File: config.mk
export PLATFORM = sky130hd
export DESIGN_NAME = reversing_relay_drive_sequencer
export DESIGN_NICKNAME = d
export VERILOG_FILES = /design/src/hdl/rrds_pkg.sv /design/src/hdl/rrds_unit.sv /design/src/hdl/rrds_seq.sv /design/src/hdl/reversing_relay_drive_sequencer.sv
export SDC_FILE = /design/constraint.sdc
export NUM_CORES = 1
export LEC_CHECK = 0
export BUFFER_PORTS_ARGS = -buffer_cell sky130_fd_sc_hd__buf_2
export CORE_ASPECT_RATIO = 0.9
export CORE_MARGIN = 2
export CORE_UTILIZATION = 58
export CTS_BUF_LIST = sky130_fd_sc_hd__clkbuf_2
export CTS_CLUSTER_DIAMETER = 50
export DETAILED_ROUTE_END_ITERATION = 7
export GPL_TIMING_DRIVEN = 0
export PLACE_DENSITY = 0.79
export SLEW_MARGIN = 20
export SYNTH_ARGS = -nofsm -noshare
export SYNTH_HDL_FRONTEND = slang
export SYNTH_SLANG_ARGS = --single-unit
File: constraint.sdc
create_clock -name clk -period 4.4 [get_ports clk]
set_clock_uncertainty 0.15 [all_clocks]
set_input_delay 0.44 -clock clk [delete_from_list [all_inputs] [get_ports clk]]
set_output_delay 0.44 -clock clk [all_outputs]
set_load 0.005 [all_outputs]
File: src/hdl/rrds_pkg.sv
package rrds_pkg;

  localparam int DRIVE_COUNT_DEF = 4;
  localparam int MASK_DRIVES     = 4;

  localparam logic [2:0] ST_STOP      = 3'd0;
  localparam logic [2:0] ST_WAIT_UP   = 3'd1;
  localparam logic [2:0] ST_MOVE_UP   = 3'd2;
  localparam logic [2:0] ST_STOP_UP   = 3'd3;
  localparam logic [2:0] ST_WAIT_DOWN = 3'd4;
  localparam logic [2:0] ST_MOVE_DOWN = 3'd5;
  localparam logic [2:0] ST_STOP_DOWN = 3'd6;
  localparam logic [2:0] ST_MAX       = 3'd6;

  localparam logic [1:0] DIR_STOPPED = 2'd0;
  localparam logic [1:0] DIR_UP      = 2'd1;
  localparam logic [1:0] DIR_DOWN    = 2'd2;

  localparam logic [1:0] OP_TICK = 2'd0;
  localparam logic [1:0] OP_UP   = 2'd1;
  localparam logic [1:0] OP_DOWN = 2'd2;

  localparam logic [2:0] REG_STATE_TIMEOUT = 3'd0;
  localparam logic [2:0] REG_INRUSH_RELOAD = 3'd1;
  localparam logic [2:0] REG_SS_ENABLE     = 3'd2;
  localparam logic [2:0] REG_SS_ADD        = 3'd3;
  localparam logic [2:0] REG_SS_LIMIT      = 3'd4;
  localparam logic [2:0] REG_LIMIT_AWARE   = 3'd5;

  localparam logic [7:0]  STATE_TIMEOUT_DEF = 8'd10;
  localparam logic [7:0]  INRUSH_RELOAD_DEF = 8'd10;
  localparam logic        SS_ENABLE_DEF     = 1'b1;
  localparam logic [11:0] SS_ADD_DEF        = 12'(7 * 100);
  localparam logic [15:0] SS_LIMIT_DEF      = 16'(40 * 100);
  localparam logic        LIMIT_AWARE_DEF   = 1'b0;

  typedef enum logic [1:0] {
    SEQ_IDLE,
    SEQ_RUN,
    SEQ_DONE
  } seq_state_t;

  typedef struct packed {
    logic [7:0]  state_timeout;
    logic [7:0]  inrush_reload;
    logic        ss_enable;
    logic [11:0] ss_add;
    logic [15:0] ss_limit;
    logic        limit_aware;
  } cfg_t;

  typedef struct packed {
    logic [2:0]  state;
    logic [7:0]  stimer;
    logic [7:0]  inrush;
    logic [15:0] budget;
    logic [1:0]  dir;
  } drive_rec_t;

  typedef struct packed {
    logic accept;
    logic visit;
    logic load_out;
  } seq_ctl_t;

  function automatic logic [2:0] clean_state(input logic [2:0] s);
    return (s > ST_MAX) ? ST_STOP : s;
  endfunction

  function automatic logic [2:0] up_next(input logic [2:0] s);
    logic [2:0] r;
    case (s)
      ST_STOP:      r = ST_MOVE_UP;
      ST_WAIT_UP:   r = ST_WAIT_UP;
      ST_MOVE_UP:   r = ST_MOVE_UP;
      ST_STOP_UP:   r = ST_MOVE_UP;
      ST_WAIT_DOWN: r = ST_MOVE_UP;
      ST_MOVE_DOWN: r = ST_WAIT_UP;
      ST_STOP_DOWN: r = ST_WAIT_UP;
      default:      r = ST_MOVE_UP;
    endcase
    return r;
  endfunction

  function automatic logic [2:0] stop_next(input logic [2:0] s);
    logic [2:0] r;
    case (s)
      ST_STOP:      r = ST_STOP;
      ST_WAIT_UP:   r = ST_STOP_DOWN;
      ST_MOVE_UP:   r = ST_STOP_UP;
      ST_STOP_UP:   r = ST_STOP_UP;
      ST_WAIT_DOWN: r = ST_STOP_UP;
      ST_MOVE_DOWN: r = ST_STOP_DOWN;
      ST_STOP_DOWN: r = ST_STOP_DOWN;
      default:      r = ST_STOP;
    endcase
    return r;
  endfunction

  function automatic logic [2:0] down_next(input logic [2:0] s);
    logic [2:0] r;
    case (s)
      ST_STOP:      r = ST_MOVE_DOWN;
      ST_WAIT_UP:   r = ST_MOVE_DOWN;
      ST_MOVE_UP:   r = ST_WAIT_DOWN;
      ST_STOP_UP:   r = ST_WAIT_DOWN;
      ST_WAIT_DOWN: r = ST_WAIT_DOWN;
      ST_MOVE_DOWN: r = ST_MOVE_DOWN;
      ST_STOP_DOWN: r = ST_MOVE_DOWN;
      default:      r = ST_MOVE_DOWN;
    endcase
    return r;
  endfunction

  function automatic logic [2:0] timeout_next(input logic [2:0] s);
    logic [2:0] r;
    case (s)
      ST_STOP:      r = ST_STOP;
      ST_WAIT_UP:   r = ST_MOVE_UP;
      ST_MOVE_UP:   r = ST_MOVE_UP;
      ST_STOP_UP:   r = ST_STOP;
      ST_WAIT_DOWN: r = ST_MOVE_DOWN;
      ST_MOVE_DOWN: r = ST_MOVE_DOWN;
      ST_STOP_DOWN: r = ST_STOP;
      default:      r = ST_STOP;
    endcase
    return r;
  endfunction

  function automatic logic [1:0] dir_of(input logic [2:0] s);
    logic [1:0] r;
    case (s)
      ST_STOP:      r = DIR_STOPPED;
      ST_WAIT_UP:   r = DIR_DOWN;
      ST_MOVE_UP:   r = DIR_UP;
      ST_STOP_UP:   r = DIR_UP;
      ST_WAIT_DOWN: r = DIR_UP;
      ST_MOVE_DOWN: r = DIR_DOWN;
      ST_STOP_DOWN: r = DIR_DOWN;
      default:      r = DIR_STOPPED;
    endcase
    return r;
  endfunction

  function automatic logic [15:0] budget_add(input logic [15:0] b, input logic [11:0] a);
    logic [16:0] sum;
    sum = {1'b0, b} + 17'(a);
    return sum[16] ? 16'hFFFF : sum[15:0];
  endfunction

endpackage

File: src/hdl/rrds_unit.sv
module rrds_unit
  import rrds_pkg::*;
(
  input  logic [1:0]  op,
  input  logic        req_nz,
  input  cfg_t        cfg,
  input  drive_rec_t  rec_i,
  output drive_rec_t  rec_o
);

  logic [2:0]  cur;
  logic [2:0]  nxt;
  logic [2:0]  mv;
  logic        allowed;
  logic [15:0] bud;

  always_comb begin
    rec_o   = rec_i;
    cur     = clean_state(rec_i.state);
    nxt     = cur;
    mv      = (op == OP_UP) ? ST_MOVE_UP : ST_MOVE_DOWN;
    allowed = !cfg.ss_enable || (rec_i.budget <= cfg.ss_limit) || (cur == mv);
    bud     = rec_i.budget;
    case (op)
      OP_TICK: begin
        if (rec_i.inrush != 8'd0) begin
          rec_o.inrush = rec_i.inrush - 8'd1;
        end
        if (rec_i.stimer != 8'd0) begin
          rec_o.stimer = rec_i.stimer - 8'd1;
        end else begin
          nxt         = timeout_next(cur);
          rec_o.state = nxt;
          if (nxt != cur) begin
            rec_o.inrush = cfg.inrush_reload;
            if (cfg.ss_enable && (cur == ST_MOVE_UP || cur == ST_MOVE_DOWN)) begin
              bud = budget_add(bud, cfg.ss_add);
            end
          end
        end
        rec_o.dir = dir_of(clean_state(rec_o.state));
        if (bud != 16'd0) begin
          bud = bud - 16'd1;
        end
        rec_o.budget = bud;
      end
      OP_UP, OP_DOWN: begin
        if (req_nz && allowed) begin
          nxt = (op == OP_UP) ? up_next(cur) : down_next(cur);
          if (nxt != cur) begin
            rec_o.inrush = cfg.inrush_reload;
            if (nxt == mv && cfg.ss_enable) begin
              rec_o.budget = budget_add(bud, cfg.ss_add);
            end
          end
        end else begin
          nxt = stop_next(cur);
        end
        if (rec_i.state != nxt) begin
          rec_o.stimer = cfg.state_timeout;
        end
        rec_o.state = nxt;
      end
      default: begin
        rec_o = rec_i;
      end
    endcase
  end

endmodule

File: src/hdl/rrds_seq.sv
module rrds_seq
  import rrds_pkg::*;
#(
  parameter int DRIVE_COUNT = DRIVE_COUNT_DEF,
  localparam int PTR_W = (DRIVE_COUNT > 1) ? $clog2(DRIVE_COUNT) : 1
) (
  input  logic             clk,
  input  logic             rst_n,
  input  logic             in_valid,
  output logic             in_stall,
  input  logic             is_tick,
  input  logic             idx_ok,
  input  logic [PTR_W-1:0] idx_ptr,
  input  logic             out_blocked,
  output seq_ctl_t         ctl,
  output logic [PTR_W-1:0] ptr
);

  localparam logic [PTR_W-1:0] LAST_PTR = PTR_W'(DRIVE_COUNT - 1);

  seq_state_t       state_r, state_nxt;
  logic [PTR_W-1:0] ptr_r, ptr_nxt;
  logic             tick_r, tick_nxt;
  logic             accept;

  assign accept = in_valid && !in_stall;
  assign ptr    = ptr_r;

  always_comb begin
    state_nxt = state_r;
    ptr_nxt   = ptr_r;
    tick_nxt  = tick_r;
    case (state_r)
      SEQ_IDLE: begin
        if (accept) begin
          tick_nxt = is_tick;
          if (is_tick) begin
            state_nxt = SEQ_RUN;
            ptr_nxt   = '0;
          end else if (idx_ok) begin
            state_nxt = SEQ_RUN;
            ptr_nxt   = idx_ptr;
          end else begin
            state_nxt = SEQ_DONE;
          end
        end
      end
      SEQ_RUN: begin
        if (tick_r && ptr_r != LAST_PTR) begin
          ptr_nxt = ptr_r + PTR_W'(1);
        end else begin
          state_nxt = SEQ_DONE;
        end
      end
      SEQ_DONE: begin
        if (!out_blocked) begin
          state_nxt = SEQ_IDLE;
        end
      end
      default: begin
        state_nxt = SEQ_IDLE;
      end
    endcase
  end

  always_comb begin
    in_stall     = (state_r != SEQ_IDLE);
    ctl.accept   = in_valid && (state_r == SEQ_IDLE);
    ctl.visit    = (state_r == SEQ_RUN);
    ctl.load_out = (state_r == SEQ_DONE) && !out_blocked;
  end

  always_ff @(posedge clk) begin
    if (!rst_n) begin
      state_r <= SEQ_IDLE;
      ptr_r   <= '0;
      tick_r  <= 1'b0;
    end else begin
      state_r <= state_nxt;
      ptr_r   <= ptr_nxt;
      tick_r  <= tick_nxt;
    end
  end

endmodule

File: src/hdl/reversing_relay_drive_sequencer.sv
// A tick updates every drive in turn, a request updates only the addressed drive, and a
// request for an absent drive updates none; the result is registered once the updates are done.
// One drive record is updated per cycle by the single shared update unit. No new item is
// accepted until the result has been loaded, which waits while the output is stalled.
// Synchronous active-low reset stops every drive, clears all timers, budgets and
// directions, and restores the configuration registers to their defaults.
module reversing_relay_drive_sequencer
  import rrds_pkg::*;
#(
  parameter int DRIVE_COUNT = DRIVE_COUNT_DEF
) (
  input  logic        clk,
  input  logic        rst_n,
  input  logic        in_valid,
  output logic        in_stall,
  input  logic [1:0]  in_operation,
  input  logic [1:0]  in_drive_index,
  input  logic [7:0]  in_drive_request,
  input  logic [3:0]  in_lower_limit_bits,
  output logic        out_valid,
  input  logic        out_stall,
  output logic [3:0]  out_up_relays,
  output logic [3:0]  out_down_relays,
  output logic [7:0]  out_direction_bits,
  output logic [3:0]  out_inrush_active,
  output logic [2:0]  out_addressed_state,
  input  logic        cfg_valid,
  output logic        cfg_ready,
  input  logic [2:0]  cfg_index,
  input  logic [15:0] cfg_data
);

  localparam int PTR_W  = (DRIVE_COUNT > 1) ? $clog2(DRIVE_COUNT) : 1;
  localparam int MASK_N = (DRIVE_COUNT < MASK_DRIVES) ? DRIVE_COUNT : MASK_DRIVES;

  cfg_t       cfg_r;
  drive_rec_t drv_r [DRIVE_COUNT];
  drive_rec_t rec_new;

  logic [1:0] op_r;
  logic [1:0] idx_r;
  logic       idx_ok_r;
  logic       req_nz_r;
  logic [3:0] lim_r;
  logic [2:0] addr_r;

  logic       out_valid_r, out_valid_nxt;
  logic [3:0] up_r, down_r, inr_act_r;
  logic [7:0] dir_bits_r;
  logic [2:0] addr_out_r;

  logic [3:0] up_m, down_m, inr_m;
  logic [7:0] dir_m;

  seq_ctl_t         ctl;
  logic [PTR_W-1:0] ptr;
  logic             idx_ok;
  logic             out_blocked;

  assign cfg_ready   = 1'b1;
  assign idx_ok      = (32'(in_drive_index) < DRIVE_COUNT);
  assign out_blocked = out_valid_r && out_stall;

  rrds_seq #(
    .DRIVE_COUNT(DRIVE_COUNT)
  ) u_seq (
    .clk        (clk),
    .rst_n      (rst_n),
    .in_valid   (in_valid),
    .in_stall   (in_stall),
    .is_tick    (in_operation == OP_TICK),
    .idx_ok     (idx_ok),
    .idx_ptr    (PTR_W'(in_drive_index)),
    .out_blocked(out_blocked),
    .ctl        (ctl),
    .ptr        (ptr)
  );

  rrds_unit u_unit (
    .op    (op_r),
    .req_nz(req_nz_r),
    .cfg   (cfg_r),
    .rec_i (drv_r[ptr]),
    .rec_o (rec_new)
  );

  always_ff @(posedge clk) begin
    if (!rst_n) begin
      cfg_r.state_timeout <= STATE_TIMEOUT_DEF;
      cfg_r.inrush_reload <= INRUSH_RELOAD_DEF;
      cfg_r.ss_enable     <= SS_ENABLE_DEF;
      cfg_r.ss_add        <= SS_ADD_DEF;
      cfg_r.ss_limit      <= SS_LIMIT_DEF;
      cfg_r.limit_aware   <= LIMIT_AWARE_DEF;
    end else if (cfg_valid && cfg_ready) begin
      case (cfg_index)
        REG_STATE_TIMEOUT: cfg_r.state_timeout <= cfg_data[7:0];
        REG_INRUSH_RELOAD: cfg_r.inrush_reload <= cfg_data[7:0];
        REG_SS_ENABLE:     cfg_r.ss_enable     <= cfg_data[0];
        REG_SS_ADD:        cfg_r.ss_add        <= cfg_data[11:0];
        REG_SS_LIMIT:      cfg_r.ss_limit      <= cfg_data;
        REG_LIMIT_AWARE:   cfg_r.limit_aware   <= cfg_data[0];
        default: begin
        end
      endcase
    end
  end

  always_ff @(posedge clk) begin
    if (!rst_n) begin
      for (int d = 0; d < DRIVE_COUNT; d++) begin
        drv_r[d] <= '{state: ST_STOP, stimer: 8'd0, inrush: 8'd0, budget: 16'd0,
                      dir: DIR_STOPPED};
      end
    end else if (ctl.visit) begin
      drv_r[ptr] <= rec_new;
    end
  end

  always_ff @(posedge clk) begin
    if (ctl.accept) begin
      op_r     <= in_operation;
      idx_r    <= in_drive_index;
      idx_ok_r <= idx_ok;
      req_nz_r <= (in_drive_request != 8'd0);
      lim_r    <= in_lower_limit_bits;
      addr_r   <= ST_STOP;
    end else if (ctl.visit && idx_ok_r && ptr == PTR_W'(idx_r)) begin
      addr_r <= rec_new.state;
    end
  end

  for (genvar g = 0; g < MASK_DRIVES; g++) begin : g_mask
    if (g < MASK_N) begin : g_live
      logic [2:0] s;
      logic       brake;
      assign s     = clean_state(drv_r[g].state);
      assign brake = (s == ST_WAIT_UP || s == ST_STOP_DOWN)
                     && (!cfg_r.limit_aware || lim_r[g]);
      assign up_m[g]           = (s == ST_MOVE_UP) || brake;
      assign down_m[g]         = (s == ST_MOVE_DOWN) || brake;
      assign inr_m[g]          = (drv_r[g].inrush != 8'd0);
      assign dir_m[2*g +: 2]   = drv_r[g].dir;
    end else begin : g_none
      assign up_m[g]         = 1'b0;
      assign down_m[g]       = 1'b0;
      assign inr_m[g]        = 1'b0;
      assign dir_m[2*g +: 2] = DIR_STOPPED;
    end
  end

  always_comb begin
    out_valid_nxt = out_valid_r;
    if (ctl.load_out) begin
      out_valid_nxt = 1'b1;
    end else if (out_valid_r && !out_stall) begin
      out_valid_nxt = 1'b0;
    end
  end

  always_ff @(posedge clk) begin
    if (!rst_n) begin
      out_valid_r <= 1'b0;
    end else begin
      out_valid_r <= out_valid_nxt;
    end
  end

  always_ff @(posedge clk) begin
    if (ctl.load_out) begin
      up_r       <= up_m;
      down_r     <= down_m;
      dir_bits_r <= dir_m;
      inr_act_r  <= inr_m;
      addr_out_r <= addr_r;
    end
  end

  assign out_valid           = out_valid_r;
  assign out_up_relays       = up_r;
  assign out_down_relays     = down_r;
  assign out_direction_bits  = dir_bits_r;
  assign out_inrush_active   = inr_act_r;
  assign out_addressed_state = addr_out_r;

endmodule

==> results of run 1 <==
==> state kept, by name (all words and copies together) (netlist names), named ones only <==
register,flops
op_r,2
cfg_r,46
out_addressed_state,3
out_direction_bits,8
idx_r,2
u_seq.state_r,2
out_down_relays,4
lim_r,4
addr_r,3
u_seq.ptr,2
req_nz_r,1
drv_r,148
out_up_relays,4
out_inrush_active,4
out_valid,1
u_seq.tick_r,1
==> through the flow <==
stage	instances	setup TNS [ns]
3_5_place_dp	1593	-119.35
2_1_floorplan	1234	0
3_3_place_gp	1587	-165.34
5_1_grt	1788	-0.149
4_1_cts	1758	0
6_report	1788	0
==> synthesized netlist by cell type, types with 25 or more instances <==
| cell | number | area, sq um |
|---|---|---|
| nand3_1 | 25 | 125 |
| mux4_2 | 37 | 833 |
| clkbuf_1 | 51 | 191 |
| o21ai_0 | 34 | 170 |
| ha_1 | 35 | 438 |
| a21oi_1 | 54 | 270 |
| inv_1 | 56 | 210 |
| nand2_1 | 159 | 597 |
| dfxtp_1 | 57 | 1140 |
| nor3_1 | 28 | 140 |
| nor2_1 | 165 | 619 |
| edfxtp_1 | 180 | 5410 |
==> routing by layer <==
metal	global-route usage [%]	vias to the layer above
li1	-	5067
met1	43.4	5371
met2	52.9	718
met3	5.47	125
met4	14.7	0
met5	0	-
==> final timing paths <==
check / startpoint / endpoint / slack [ns] / cells after the start
hold / removal: in_operation[0] / op_r[0]$_DFFE_PP_ / 0.12 / 2
hold reg to reg: addr_r[0]$_SDFFE_PP0P_ / out_addressed_state[0]$_DFFE_PP_ / 0.29 / 0
setup reg to reg: flip-flop / drv_r[3][30]$_DFFE_PP_ / 0.07 / 14
setup / recovery: flip-flop / drv_r[3][30]$_DFFE_PP_ / 0.07 / 14
==> cell usage in the layout (no fill, tap or decap), drive strengths merged, types with 29 or more instances in the layout <==
cell type and count:
a21oi 54, buf 135, clkbuf 135, dfxtp 57
dlygate4sd3 39, edfxtp 180, ha 35, inv 58
mux4 37, nand2 159, nor2 165, nor3 29
o21ai 39
==> area by class of cell <==
| type | instances | area (sq um) |
|---|---|---|
| sequential | 237 | 6550 |
| fill | 1555 | 6250 |
| multi-input combinational | 872 | 6240 |
| timing repair buffer | 160 | 1260 |
| clock buffer | 87 | 435 |
| tap | 291 | 364 |
| buffer | 62 | 334 |
| inverter | 58 | 218 |
| clock inverter | 20 | 110 |
| antenna | 1 | 2.50 |
==> cell families after synthesis <==
logic type / after synthesis
xor+xnor: 22
flops: 237
mux: 57
fa+ha+maj: 36
other cells: 1
simple gates: 481
compound gates: 275
buf+inv: 125
==> timing repair <==
item	4_1_cts	5_1_grt
cloned	0	1
endpoints found under the setup margin	151	144
hold buffers	39	0
buffers inserted	22	30
resized for setup	51	28
pin swaps	15	16
hold endpoints to repair	96	0
==> where the power goes <==
part           total [mW]  internal (mW)  switching, mW
Clock                1.51          0.592          0.915
Sequential           2.55           2.51         0.0467
Combinational        1.56          0.625          0.935
Total                5.62           3.72           1.90
==> flow_metrics.env, run 1 <==
export IMPL_status="finished, final reports clean"
export IMPL_cpLargestDelayFamily="compound AO/OA/AOI/OAI gates"
export IMPL_stdcell_area_sq_um=15500
export IMPL_async_flop_share_pct=0
export IMPL_dr_max_layer_used="met4"
export IMPL_fin_crit_ns=4.33
export IMPL_fmax_mhz=231
export IMPL_post_route_util_pct=71.3
export IMPL_drive_above_1_share_pct=22.3
export IMPL_worstPathCellList="buf_8 > buf_12 > mux4_2 > ha_4 > nor2b_2 > o211ai_1 > a2111oi_4 > nor3_4 > buf_12 > o41a_1 > o211ai_1 > buf_4 > and2_1 > o32ai_1"
export IMPL_firstDrtPassIters=6
export IMPL_synth_compound_area_share_pct=15.2
export IMPL_coreArea_sq_um=21800
export IMPL_final_hold_violation_count=0
export IMPL_met1_length_um=15200
export IMPL_crit_path_top_delay_cell="mux4_2"
export IMPL_cts_max_level=2
export IMPL_vias_per_cell=6.31
export IMPL_yosys_area_share_adder_pct=3.55
export IMPL_grt_pass1_wl_um=59400
export IMPL_slew_headroom_pct=26.7
export IMPL_route_met2_wl_um=18400
export IMPL_fin_ws_ns=0.0699
export IMPL_synth_cells=1234
export IMPL_rows=51
export IMPL_floorplan_die_height_um=146
export IMPL_cts_buffers=57
export IMPL_grtUsageTotal_pct=32.6
export IMPL_grt_overflow=0
export IMPL_synth_top_family_by_area="simple AND/OR/NAND/NOR gates"
export IMPL_antenna_found_initial=1
export IMPL_path_max_fanout=6
export IMPL_yosysWarnings=0
export IMPL_first_iter_violations=1399
export IMPL_ys_ff_latch=237
export IMPL_postRouteAntennaNets=0
export IMPL_power_leakage_nw=5.94
export IMPL_cts_sinks=237
export IMPL_synth_top_flop_cell="edfxtp_1"
export IMPL_arrival_ns=4.75
export IMPL_synth_xor_area_share_pct=1.49
export IMPL_synth_simple_gate_area_share_pct=17.0
export IMPL_fp_dieW_um=161
export IMPL_placement_cell_area_sq_um=13800
export IMPL_worst_slew_pin_slew_ns=1.10
export IMPL_cts_tree="yes"
export IMPL_wl_per_cell_um=21.9
export IMPL_synthMuxAreaShare_pct=8.06
export IMPL_start_kind="flip-flop"
export IMPL_io_pins=66
export IMPL_clockBufferDepth=3
export IMPL_max_vdd_ir_drop_uv=342
export IMPL_path_buf_inv=4
export IMPL_synth_edf_count=180
export IMPL_timing_final_crit_share_pct=98.4
export IMPL_cp_end_kind="flip-flop"
export IMPL_dieArea_sq_um=23500
export IMPL_synth_net_count=1310
export IMPL_portBuffers=62
export IMPL_fin_nets=1524
export IMPL_syn_area_sq_um=12900
export IMPL_clk_latency_ns=0.91
export IMPL_max_cap_violations=0
export IMPL_setup_violations=0
export IMPL_grt_max_degree=28
export IMPL_areaGrowthSynthToFinish_pct=20.1
export IMPL_wl_um=39200
export IMPL_initial_core_util_pct=59.4
export IMPL_required_ns=4.82
export IMPL_cpPeakStageDelay_ns=0.64
export IMPL_clk_pin_slew_ns=0.12
export IMPL_drc=0
export IMPL_dp_hpwl_um=26900
export IMPL_fin_total_pwr_mw=5.62
export IMPL_p_per_area_nw_per_um2=362
export IMPL_path_class="reg2reg"
export IMPL_via_count=11281
export IMPL_ys_types=86
export IMPL_hold_path_class="in2reg"
export IMPL_avgSynthCellArea_sq_um=10.5
export IMPL_synth_seq_area_share_pct=50.7
export IMPL_hold_ws_ns=0.120
export IMPL_clock_root_buffer="clkbuf_2"
export IMPL_place_gp_congestion=0.963
export IMPL_met3_length_um=3890
export IMPL_post_place_ws_ns=-1.14
export IMPL_grt_pass1_vias=10900
export IMPL_slew_violations=0
Power figures use the tool's default switching activity.
==> run 2: changes to the inputs <==
Settings changed: RECOVER_POWER set to 50.
==> flow_metrics.env, run 2 (same netlist as run 1, synthesis figures left out) <==
export IMPL_timing_final_crit_share_pct=99.3
export IMPL_clock_root_buffer="clkbuf_2"
export IMPL_p_clk_share_pct=26.8
export IMPL_rows=51
export IMPL_tns_ns=0
export IMPL_cp_end_kind="flip-flop"
export IMPL_floorplan_die_height_um=146
export IMPL_stdcell_area_sq_um=15400
export IMPL_grt_max_degree=28
export IMPL_coreArea_sq_um=21800
export IMPL_largest_register_ffs=148
export IMPL_final_hold_violation_count=0
export IMPL_placement_cell_area_sq_um=13800
export IMPL_cts_tree="yes"
export IMPL_violations="max-capacitance violations, max-slew violations"
export IMPL_layout_common_cells="edfxtp_1, nor2_1, nand2_1"
export IMPL_first_iter_violations=1575
export IMPL_slew_headroom_pct=-29.9
export IMPL_antenna_found_initial=1
export IMPL_grtUsageTotal_pct=32.6
export IMPL_cts_buffers=57
export IMPL_arrival_ns=4.79
export IMPL_dieArea_sq_um=23500
export IMPL_cpLargestDelayFamily="compound AO/OA/AOI/OAI gates"
export IMPL_max_vdd_ir_drop_uv=344
export IMPL_cts_max_level=2
export IMPL_via_count=11336
export IMPL_grt_overflow=0
export IMPL_grt_pass1_wl_um=59400
export IMPL_dp_hpwl_um=26900
export IMPL_fmax_mhz=229
export IMPL_clk_pin_slew_ns=0.12
export IMPL_regMostFlops="drv_r"
export IMPL_clockBufferDepth=3
export IMPL_hp_start="in_operation[0]"
export IMPL_power_leakage_nw=5.87
export IMPL_fin_crit_ns=4.37
export IMPL_fp_dieW_um=161
export IMPL_crit_path_top_delay_cell="mux4_2"
export IMPL_cts_sinks=237
export IMPL_fin_nets=1524
export IMPL_areaGrowthSynthToFinish_pct=19.3
export IMPL_hold_ws_ns=0.116
export IMPL_worst_slew_pin_slew_ns=1.94
export IMPL_path_buf_inv=4
export IMPL_layout_commonest_cell="edfxtp_1"
export IMPL_swShare_pct=33.8
export IMPL_grt_pass1_vias=10900
export IMPL_portBuffers=62
export IMPL_drc=0
export IMPL_required_ns=4.82
export IMPL_io_pins=66
export IMPL_clk_latency_ns=0.92
export IMPL_wl_um=39400
export IMPL_path_max_fanout=6
export IMPL_max_cap_violations=2
export IMPL_fill_cells=1579
export IMPL_internal_power_mw=3.72
export IMPL_hold_path_class="in2reg"
export IMPL_drive_above_1_share_pct=20.9
export IMPL_firstDrtPassIters=8
export IMPL_postRouteAntennaNets=0
export IMPL_start_kind="flip-flop"
export IMPL_combinationalPowerShare_pct=27.6
export IMPL_initial_core_util_pct=59.4
export IMPL_p_seq_share_pct=45.5
export IMPL_fin_total_pwr_mw=5.61
export IMPL_p_per_area_nw_per_um2=364
export IMPL_cpPeakStageDelay_ns=0.64
export IMPL_p_switching_mw=1.90
export IMPL_place_gp_congestion=0.963
export IMPL_post_route_util_pct=70.8
export IMPL_slew_violations=43
export IMPL_wl_per_cell_um=22.0
export IMPL_status="complete, but fails checks"
export IMPL_worstPathCellList="buf_8 > buf_12 > mux4_2 > ha_4 > nor2b_2 > o211ai_1 > a2111oi_4 > nor3_4 > buf_12 > o41a_1 > o211ai_1 > buf_4 > and2_1 > o32ai_1"
export IMPL_vias_per_cell=6.34
export IMPL_path_class="reg2reg"
export IMPL_setup_violations=0
-- run 2: changes by cell type in the layout (fill, tap and decap cells not counted), moves of 2 or more --
| cell | delta |
|---|---|
| clkbuf_1 | +18 |
| buf_2 | -15 |
| and2_0 | +3 |
| and2_1 | -3 |
| buf_12 | -2 |
| nand2_1 | +2 |
| nand2_2 | -2 |
-- run 2: area by class of cell --
cell class / instances / area (sq um) / area share (%)
diodes: 1 / 2.50 / 0.0162
plain buffers: 62 / 334 / 2.17
clock buffers: 87 / 435 / 2.83
clock inverters: 20 / 110 / 0.715
inverters: 58 / 218 / 1.41
multi-input cells: 872 / 6220 / 40.4
flip-flops and latches: 237 / 6550 / 42.5
well taps: 291 / 364 / 2.36
repair buffers: 160 / 1170 / 7.60
-- run 2: metal layers --
metal | track usage, % | part of all wire (%)
met5 | 0 | 0
met4 | 14.7 | 4.4
met3 | 5.47 | 9.8
met2 | 52.9 | 47
met1 | 43.4 | 39
-- run 2: timing repair --
action,CTS,global route
endpoints found under the setup margin,151,144
hold buffers,39,0
buffers inserted,22,30
pin swaps,15,16
endpoints found under the hold margin,96,0
resized for setup,51,28
gates cloned,0,1
-- run 2: per-stage QoR --
stage / cells / setup WS, ns
after detailed placement: 1593 / -1.14
after floorplan: 1234 / 0.139
final: 1788 / 0.0295
after global placement: 1587 / -1.52
after global routing: 1788 / -0.0514
after CTS: 1758 / 0.0177
-- run 2: worst paths after layout --
| check | end | slack [ns] | depth (start not counted) |
|---|---|---|---|
| setup / recovery | drv_r[3][30]$_DFFE_PP_ | 0.03 | 14 |
| hold / removal | op_r[0]$_DFFE_PP_ | 0.12 | 2 |
| setup reg to reg | drv_r[3][30]$_DFFE_PP_ | 0.03 | 14 |
| hold reg to reg | out_addressed_state[0]$_DFFE_PP_ | 0.29 | 0 |
-- run 2: power groups by stage --
stage	logic (mW)	registers, mW	clock network [mW]
2_1_floorplan	0.879	2.59	0
3_3_place_gp	1.21	2.60	0
3_5_place_dp	1.24	2.60	0
4_1_cts	1.41	2.55	1.52
5_1_grt	1.64	2.56	1.62
6_report	1.55	2.55	1.51
